**config.mk**
```make
export PLATFORM = sky130hd
export DESIGN_NAME = pnsc_front
export DESIGN_NICKNAME = d
export VERILOG_FILES = /design/src/design/pnsc_pkg.sv /design/src/design/pnsc_front.sv
export SDC_FILE = /design/constraint.sdc
export NUM_CORES = 1
export LEC_CHECK = 0
export ABC_AREA = 1
export BUFFER_PORTS_ARGS = -buffer_cell sky130_fd_sc_hd__buf_2
export CAP_MARGIN = 20
export CORE_MARGIN = 4
export CORE_UTILIZATION = 30
export CTS_CLUSTER_SIZE = 30
export DETAILED_ROUTE_END_ITERATION = 10
export SYNTH_ARGS = -nofsm -noshare
export SYNTH_HDL_FRONTEND = slang
export SYNTH_SLANG_ARGS = --single-unit
```
**constraint.sdc**
```tcl
create_clock -name clock -period 21.8 [get_ports clock]
set_input_delay 1.09 -clock clock [delete_from_list [all_inputs] [get_ports clock]]
set_output_delay 1.09 -clock clock [all_outputs]
set_load 0.01 [all_outputs]
```
**src/design/pnsc_pkg.sv**
```systemverilog
package pnsc_pkg;

   localparam int WORD_COUNT_DEFAULT = 1024;
   localparam int CODES_PER_WORD     = 10;
   localparam int CODE_W             = 3;
   localparam int WORD_W             = CODES_PER_WORD * CODE_W;
   localparam int POS_W              = 14;
   localparam int KIND_W             = 2;
   localparam int LANE_W             = 4;
   // largest position / 10 is 1638
   localparam int IDX_W              = 11;
   // n * 52429 >> 19 equals n / 10 for every 14-bit n
   localparam int RECIP_W            = 16;
   localparam int RECIP_SHIFT        = 19;
   localparam logic [RECIP_W-1:0] RECIP10 = 16'd52429;

   localparam logic [KIND_W-1:0] KIND_SET   = 2'd0;
   localparam logic [KIND_W-1:0] KIND_GET   = 2'd1;
   localparam logic [KIND_W-1:0] KIND_COUNT = 2'd2;

   typedef enum logic [1:0] {
      OP_SET,
      OP_GET,
      OP_COUNT,
      OP_ZERO
   } op_type;

   typedef enum logic [2:0] {
      ST_CLEAR,
      ST_IDLE,
      ST_SET,
      ST_GET,
      ST_COUNT
   } st_type;

   typedef struct packed {
      op_type              op;
      logic [IDX_W-1:0]    first_idx;
      logic [LANE_W-1:0]   first_lane;
      logic [IDX_W-1:0]    last_idx;
      logic [LANE_W-1:0]   last_lane;
      logic [CODE_W-1:0]   code;
   } cmd_type;

   function automatic logic [IDX_W-1:0] div10(input logic [POS_W-1:0] n);
      logic [POS_W+RECIP_W-1:0] prod;
      prod = (POS_W+RECIP_W)'(n) * (POS_W+RECIP_W)'(RECIP10);
      return prod[RECIP_SHIFT +: IDX_W];
   endfunction

   function automatic logic [LANE_W-1:0] mod10(input logic [POS_W-1:0] n,
                                                input logic [IDX_W-1:0] q);
      logic [POS_W-1:0] rem;
      rem = n - POS_W'(q) * POS_W'(CODES_PER_WORD);
      return rem[LANE_W-1:0];
   endfunction

endpackage

```
**src/design/pnsc_front.sv**
```systemverilog
module pnsc_front
   import pnsc_pkg::*;
#(
   parameter int WORD_COUNT = WORD_COUNT_DEFAULT
) (
   input  logic                clock,
   input  logic                reset,
   input  logic                clearing,
   input  logic                req_valid,
   output logic                req_ready,
   input  logic [KIND_W-1:0]   req_kind,
   input  logic [POS_W-1:0]    req_position,
   input  logic [POS_W-1:0]    req_end_position,
   input  logic [CODE_W-1:0]   req_nucleotide,
   output logic                cmd_valid,
   output cmd_type             cmd_head,
   input  logic                cmd_pop
);

   localparam int Capacity = WORD_COUNT * CODES_PER_WORD;

   cmd_type          dec_cmd;
   logic             dec_keep;
   logic             in_cap;
   logic [POS_W-1:0] end_clamped;
   logic [POS_W-1:0] end_last;

   cmd_type          q_ff [2];
   cmd_type          q_in [2];
   logic             wr_ptr_ff, wr_ptr_in;
   logic             rd_ptr_ff, rd_ptr_in;
   logic [1:0]       cnt_ff, cnt_in;
   logic             push;

   // decode
   always_comb begin
      in_cap      = 32'(req_position) < 32'(Capacity);
      end_clamped = (32'(req_end_position) > 32'(Capacity)) ? POS_W'(Capacity)
                                                             : req_end_position;
      end_last    = end_clamped - POS_W'(1);

      dec_cmd.first_idx  = div10(req_position);
      dec_cmd.first_lane = mod10(req_position, dec_cmd.first_idx);
      dec_cmd.last_idx   = div10(end_last);
      dec_cmd.last_lane  = mod10(end_last, dec_cmd.last_idx) + LANE_W'(1);
      dec_cmd.code       = req_nucleotide;
      dec_cmd.op         = OP_ZERO;
      dec_keep           = 1'b0;

      case (req_kind)
         KIND_SET: begin
            dec_cmd.op = OP_SET;
            dec_keep   = in_cap;
         end
         KIND_GET: begin
            dec_cmd.op = in_cap ? OP_GET : OP_ZERO;
            dec_keep   = 1'b1;
         end
         KIND_COUNT: begin
            dec_cmd.op = (req_position < end_clamped) ? OP_COUNT : OP_ZERO;
            dec_keep   = 1'b1;
         end
         default: begin
            dec_keep = 1'b0;
         end
      endcase
   end

   // two-entry queue
   assign req_ready = (cnt_ff != 2'd2) && !clearing;
   assign push      = req_valid && req_ready && dec_keep;
   assign cmd_valid = cnt_ff != 2'd0;
   assign cmd_head  = q_ff[rd_ptr_ff];

   always_comb begin
      q_in[0]   = q_ff[0];
      q_in[1]   = q_ff[1];
      wr_ptr_in = wr_ptr_ff;
      rd_ptr_in = rd_ptr_ff;
      cnt_in    = cnt_ff;
      if (push) begin
         q_in[wr_ptr_ff] = dec_cmd;
         wr_ptr_in       = !wr_ptr_ff;
      end
      if (cmd_pop) begin
         rd_ptr_in = !rd_ptr_ff;
      end
      if (push && !cmd_pop) begin
         cnt_in = cnt_ff + 2'd1;
      end else if (!push && cmd_pop) begin
         cnt_in = cnt_ff - 2'd1;
      end
   end

   always_ff @(posedge clock) begin
      q_ff[0] <= q_in[0];
      q_ff[1] <= q_in[1];
      if (reset) begin
         wr_ptr_ff <= 1'b0;
         rd_ptr_ff <= 1'b0;
         cnt_ff    <= 2'd0;
      end else begin
         wr_ptr_ff <= wr_ptr_in;
         rd_ptr_ff <= rd_ptr_in;
         cnt_ff    <= cnt_in;
      end
   end

endmodule

```
# Word level (Yosys, flattened, before mapping)
# Memory sizes are Yosys's and may differ from the RTL's. A register that Yosys moved wholly into a read port is not among the register bits.
# Index checks and enable logic that the tools add are counted.
[totals]
register_bits = 4
mem_bits_rw = 70
inputBits = 38
out_inout_bits = 37
wordCells = 51
memories = 1
[classes]
n_addsub = 6
multipliers = 4
magnitude_cmp = 5
eq_ne = 3
mux = 13
bitwise = 1
n_reduce_logical = 15
[mem_list]
columns = ["name", "words", "word_bits", "read_ports", "rd_ports_with_merged_regs", "write_ports", "line_no", "source"]
rows = [
  ["q_ff", 2, 35, 3, 1, 2, "pnsc_front.sv:28", "cmd_type q_ff [2];"],
]
[ops]
columns = ["op", "n"]
rows = [
  ["bitwise mux 70 bit", 1],
  ["two-way mux 70 bit", 1],
  ["multiplier 14 x 16 -> 30 bit, second input constant", 2],
  ["demux 35 bit (select 1 bit)", 1],
  ["two-way mux 35 bit", 1],
  ["multiplier 11 x 3 -> 3 bit, second input constant", 2],
  ["> comparator 14 bit, second input constant", 1],
  ["less-than comparator 14 bit", 1],
  ["less-than comparator 14 bit, second input constant", 1],
  ["two-way mux 14 bit", 1],
  ["subtractor 14 x 1 -> 14 bit, second input constant", 1],
  ["subtractor 4 bit", 2],
  ["logical AND 1 bit", 6],
  ["two-way mux 2 bit", 3],
  ["case mux 2 bit (3 select lines)", 1],
  ["logical NOT 1 bit", 5],
  ["adder 4 x 1 -> 4 bit, second input constant", 1],
  ["nonzero test 2 bit", 2],
  ["two-way mux 1 bit", 3],
  ["adder 2 x 1 -> 2 bit, second input constant", 1],
  ["equality test 2 x 1 -> 1 bit, second input constant", 1],
  ["equality test 2 bit, second input constant", 1],
  [">= comparator 2 bit, second input constant", 1],
  ["logical NOT 2 bit", 1],
  ["6 further kinds", 6],
]

# Logic depth before layout (Yosys ltp)
[depth]
depth_word = 9
mapped_depth = 45

# Worst setup path after synthesis
# Ideal clock, no wire load.
[synth_timing]
path_type = "input-to-reg"
startpoint = "in req_end_position[5]"
endpoint = "mem q_ff[0][6] in the netlist's numbering, data pin"
setup_time_ns = 0.256
arrival_ns = 8.082
required_ns = 21.544
setup_slack_ns = 13.461
stages = 42
cell_sequence = "nor2_1 nand2_1 nor2_1 nand2_1 nand2_1 buf_6 buf_8 nand2_1 ha_1 nand2_1 inv_1 nand4_2 xor2_2 inv_1 ha_1 inv_1 fa_1 fa_1 (+6 left out) inv_1 ha_1 nand3_1 nor2_1 a211o_1 a31oi_1 nand2_1 nand2_1 nand2_1 ha_1 inv_1 ha_1 fa_1 nand3b_1 nand2_1 inv_1 nand2_1 nand2_1"
[synth_lines]
columns = ["item", "line_no", "source"]
rows = [
  ["start: declaration", "pnsc_front.sv:13", "input logic [POS_W-1:0] req_end_position,"],
  ["end: declaration", "pnsc_front.sv:28", ""],
]

==> flow_results.xml <==
<?xml version="1.0" encoding="UTF-8"?>
<metrics>
  <group name="floorplan">
    <metric name="floorplan.rows" unit="">69</metric>
    <metric name="die_width" unit="um">199</metric>
    <metric name="design.core.area" unit="um^2">35700</metric>
    <metric name="die-area" unit="um^2">39400</metric>
    <metric name="die_h" unit="um">199</metric>
    <metric name="starting_density_of_the_core" unit="">0.305</metric>
    <metric name="floorplan.io_pins" unit="">75</metric>
  </group>
  <group name="cts">
    <metric name="cts_htree_levels" unit="">3</metric>
    <metric name="total_of_hold_buffers_inserted_after_clock_tree_synthesis" unit="">0</metric>
    <metric name="ctsLongestPathBuffers" unit="">2</metric>
    <metric name="cts_tree" unit="">built</metric>
    <metric name="ctsResizeCount" unit="">0</metric>
    <metric name="setup_fix_bufs_post_cts" unit="">0</metric>
    <metric name="cts-buffers-inserted" unit="">9</metric>
    <metric name="path_clk_slew" unit="ns">0.06</metric>
    <metric name="cts.sink_count" unit="">75</metric>
    <metric name="latest_clock_arrival_within_the_worst_skew_pair" unit="ns">0.33</metric>
    <metric name="clock-root-buffer" unit="">sky130_fd_sc_hd__clkbuf_16</metric>
  </group>
  <group name="global_routing">
    <metric name="gr-usage-met2" unit="">0.211</metric>
    <metric name="first_global_vias" unit="">8273</metric>
    <metric name="groute.layer.met1.usage" unit="">0.207</metric>
    <metric name="aggregate_global_route_resource_usage" unit="">0.137</metric>
    <metric name="grt_first_pass_wirelength" unit="mm">43.4</metric>
    <metric name="grt_remaining_overflow" unit="">0</metric>
    <metric name="globalRouteMet3Util" unit="">0.0166</metric>
    <metric name="antenna_found_initial" unit="">1</metric>
    <metric name="globalRoute.busiestLayer" unit="">met2</metric>
    <metric name="grt_start_max_net_pins" unit="">37</metric>
  </group>
  <group name="setup_path">
    <metric name="crit_type" unit="">primary input to flop</metric>
    <metric name="crit_required" unit="ns">21.89</metric>
    <metric name="worst-r2r-setup-slack" unit="ns">19.69</metric>
    <metric name="most_repeated_library_cell_on_the_critical_path" unit="">sky130_fd_sc_hd__nand2_1</metric>
    <metric name="timing.critical_path.to_type" unit="">flop</metric>
    <metric name="worst-endpoint-arrival" unit="ns">9.44</metric>
    <metric name="master_of_the_slowest_instance_on_the_critical_path" unit="">sky130_fd_sc_hd__fa_1</metric>
    <metric name="critical_path.max_stage_delay" unit="ns">0.59</metric>
    <metric name="critical_path.startpoint_type" unit="">primary input</metric>
    <metric name="critical_path.max_fanout" unit="">20</metric>
  </group>
  <group name="placement">
    <metric name="io_buffer_count" unit="">74</metric>
    <metric name="place_worst_setup_slack" unit="ns">12.10</metric>
    <metric name="detailed_place_hpwl" unit="mm">22.6</metric>
    <metric name="place_congestion" unit="">0.917</metric>
    <metric name="placed_area" unit="um^2">11800</metric>
  </group>
  <group name="cells_and_area">
    <metric name="n_antenna_cell" unit="">0</metric>
    <metric name="post_route_cells_drive_above_1_share" unit="">0.117</metric>
    <metric name="final_design_area_no_fill" unit="um^2">12100</metric>
    <metric name="nets" unit="">1604</metric>
    <metric name="area_growth" unit="%">11.3</metric>
  </group>
  <group name="routing">
    <metric name="avgRoutedWirePerCell" unit="um">15.2</metric>
    <metric name="avgViaCountPerCell" unit="">4.71</metric>
    <metric name="postRouteWirelength" unit="mm">25.8</metric>
    <metric name="initialDrtViolationCount" unit="">440</metric>
    <metric name="ant_nets" unit="">0</metric>
    <metric name="drcViolationCount" unit="">0</metric>
    <metric name="num_vias" unit="">7977</metric>
    <metric name="drt_pass1_iterations" unit="">5</metric>
  </group>
  <group name="job">
    <metric name="max_cap_viol_count" unit="">0</metric>
  </group>
  <group name="sta">
    <metric name="worst_slew_margin_rel" unit="">0.380</metric>
    <metric name="finalWorstPathRequiredPeriod" unit="ns">9.35</metric>
    <metric name="setup_slack" unit="ns">12.45</metric>
    <metric name="timing.final.hold_violations" unit="">0</metric>
    <metric name="layout_worst_path_cycle_share" unit="">0.429</metric>
    <metric name="worstMarginPinSlew" unit="ns">0.930</metric>
    <metric name="totalNegativeSetupSlack" unit="ns">0</metric>
    <metric name="final.setup_skew" unit="ns">0.00527</metric>
    <metric name="setup_viol" unit="">0</metric>
    <metric name="grt_setup_unrepaired" unit="">false</metric>
    <metric name="maxSlewViolCount" unit="">0</metric>
    <metric name="timing.fmax" unit="MHz">107</metric>
  </group>
  <group name="hold_path">
    <metric name="hold_class" unit="">flop to flop</metric>
  </group>
  <group name="synthesis">
    <metric name="warnings_from_yosys" unit="">0</metric>
    <metric name="synth_area" unit="um^2">10900</metric>
    <metric name="post_synth.cell_area_avg" unit="um^2">9.49</metric>
    <metric name="yosys_register_bits" unit="">75</metric>
    <metric name="number_of_synthesized_flops_with_an_enable_pin" unit="">70</metric>
    <metric name="syn_inst_count" unit="">1148</metric>
    <metric name="synth-main-ff-cell" unit="">sky130_fd_sc_hd__edfxtp_1</metric>
    <metric name="async_reset_ff_frac" unit="">0</metric>
    <metric name="seq_area_frac_synth" unit="">0.202</metric>
    <metric name="synthesis.nets" unit="">1523</metric>
    <metric name="ys_types" unit="">47</metric>
  </group>
  <group name="run_status">
    <metric name="result_of_the_run" unit="">finished, final reports clean</metric>
  </group>
</metrics>
## kinds of logic (layout without fill, tap and decap cells)
group / count (synthesis) / after routing / share of synthesized area
AO/OA/AOI/OAI: 120 / 120 / 0.0644
AND/OR/NAND/NOR: 287 / 287 / 0.112
buffers and inverters: 259 / 345 / 0.0910
adder cells (fa/ha/maj): 337 / 337 / 0.463
XOR/XNOR: 35 / 35 / 0.0309
multiplexers: 35 / 35 / 0.0362
flip-flops: 75 / 75 / 0.202
## sequential cells by signal (all words and copies together) (netlist names), named ones only
signal and cells:
wr_ptr_ff 1, cnt_ff 2, rd_ptr_ff 1, q_ff 70
## worst max-delay path, delay by kind of cell
family | cells | cell delay (ns)
adder cells (fa/ha/maj) | 11 | 4.55
AND/OR/NAND/NOR | 17 | 2.43
XOR/XNOR | 1 | 0.25
AO/OA/AOI/OAI | 2 | 0.50
buffers and inverters | 10 | 0.64
## synth_stat cells (9+ instances only)
| library cell | n | share of area |
|---|---|---|
| sky130_fd_sc_hd__a21oi_1 | 52 | 0.024 |
| sky130_fd_sc_hd__edfxtp_1 | 70 | 0.19 |
| sky130_fd_sc_hd__fa_1 | 110 | 0.20 |
| sky130_fd_sc_hd__ha_1 | 227 | 0.26 |
| sky130_fd_sc_hd__inv_1 | 251 | 0.087 |
| sky130_fd_sc_hd__mux2_2 | 35 | 0.036 |
| sky130_fd_sc_hd__nand2_1 | 158 | 0.054 |
| sky130_fd_sc_hd__nand3_1 | 30 | 0.014 |
| sky130_fd_sc_hd__nand4_1 | 11 | 0.0063 |
| sky130_fd_sc_hd__nor2_1 | 57 | 0.020 |
| sky130_fd_sc_hd__nor3_1 | 9 | 0.0041 |
| sky130_fd_sc_hd__o21ai_0 | 25 | 0.011 |
| sky130_fd_sc_hd__xnor2_1 | 10 | 0.0080 |
| sky130_fd_sc_hd__xor2_1 | 21 | 0.017 |
## stage by stage
step | util | hold slack (ns) | std cells
floorplan | - | 0.480 | 1148
global placement | 0.332 | 0.496 | 1679
detailed placement | 0.332 | 0.502 | 1679
CTS | 0.340 | 0.516 | 1695
global route | 0.340 | 0.562 | 1695
finish | 0.340 | 0.507 | 1695
## per-layer routing
metal	wire length [um]	up-vias
li1	-	3932
met1	13400	3876
met2	11100	154
met3	984	15
met4	358	0
met5	0	-
## final cells by class
type | count | area, um^2
clock buffers | 9 | 225
clock inverters | 7 | 67.6
fillers | 3703 | 23500
inverters | 253 | 950
multi-input cells | 814 | 7710
flip-flops and latches | 75 | 2200
well taps | 461 | 577
repair buffers | 76 | 385
## final timing paths
| path | start | endpoint | depth (start not counted) |
|---|---|---|---|
| max reg2reg | cnt_ff[0]$_SDFFE_PP0P_ | q_ff[0][4]$_DFFE_PP_ | 6 |
| max | req_end_position[9] | q_ff[1][6]$_DFFE_PP_ | 41 |
| min | rd_ptr_ff$_SDFFE_PP0P_ | flop | 2 |
| min reg2reg | rd_ptr_ff$_SDFFE_PP0P_ | flop | 2 |
## layout by cell type (no fill, tap or decap), types with 7 or more instances in the layout
cell type                   netlist  routed
sky130_fd_sc_hd__inv_1          251     251
sky130_fd_sc_hd__ha_1           227     227
sky130_fd_sc_hd__nand2_1        158     158
sky130_fd_sc_hd__fa_1           110     110
sky130_fd_sc_hd__buf_2            0      74
sky130_fd_sc_hd__edfxtp_1        70      70
sky130_fd_sc_hd__nor2_1          57      55
sky130_fd_sc_hd__a21oi_1         52      52
sky130_fd_sc_hd__mux2_2          35      35
sky130_fd_sc_hd__nand3_1         30      30
sky130_fd_sc_hd__o21ai_0         25      25
sky130_fd_sc_hd__xor2_1          21      21
sky130_fd_sc_hd__nand4_1         11      11
sky130_fd_sc_hd__xnor2_1         10      10
sky130_fd_sc_hd__nor3_1           9       9
sky130_fd_sc_hd__clkbuf_16        0       9
sky130_fd_sc_hd__nor4_1           8       8
sky130_fd_sc_hd__o21bai_1         8       8
sky130_fd_sc_hd__a21o_1           8       8
sky130_fd_sc_hd__a31oi_1          7       7
Power is left out: the tool's default activity adds up to more than one toggle a clock period on the data nets, which glitch-free logic cannot reach.
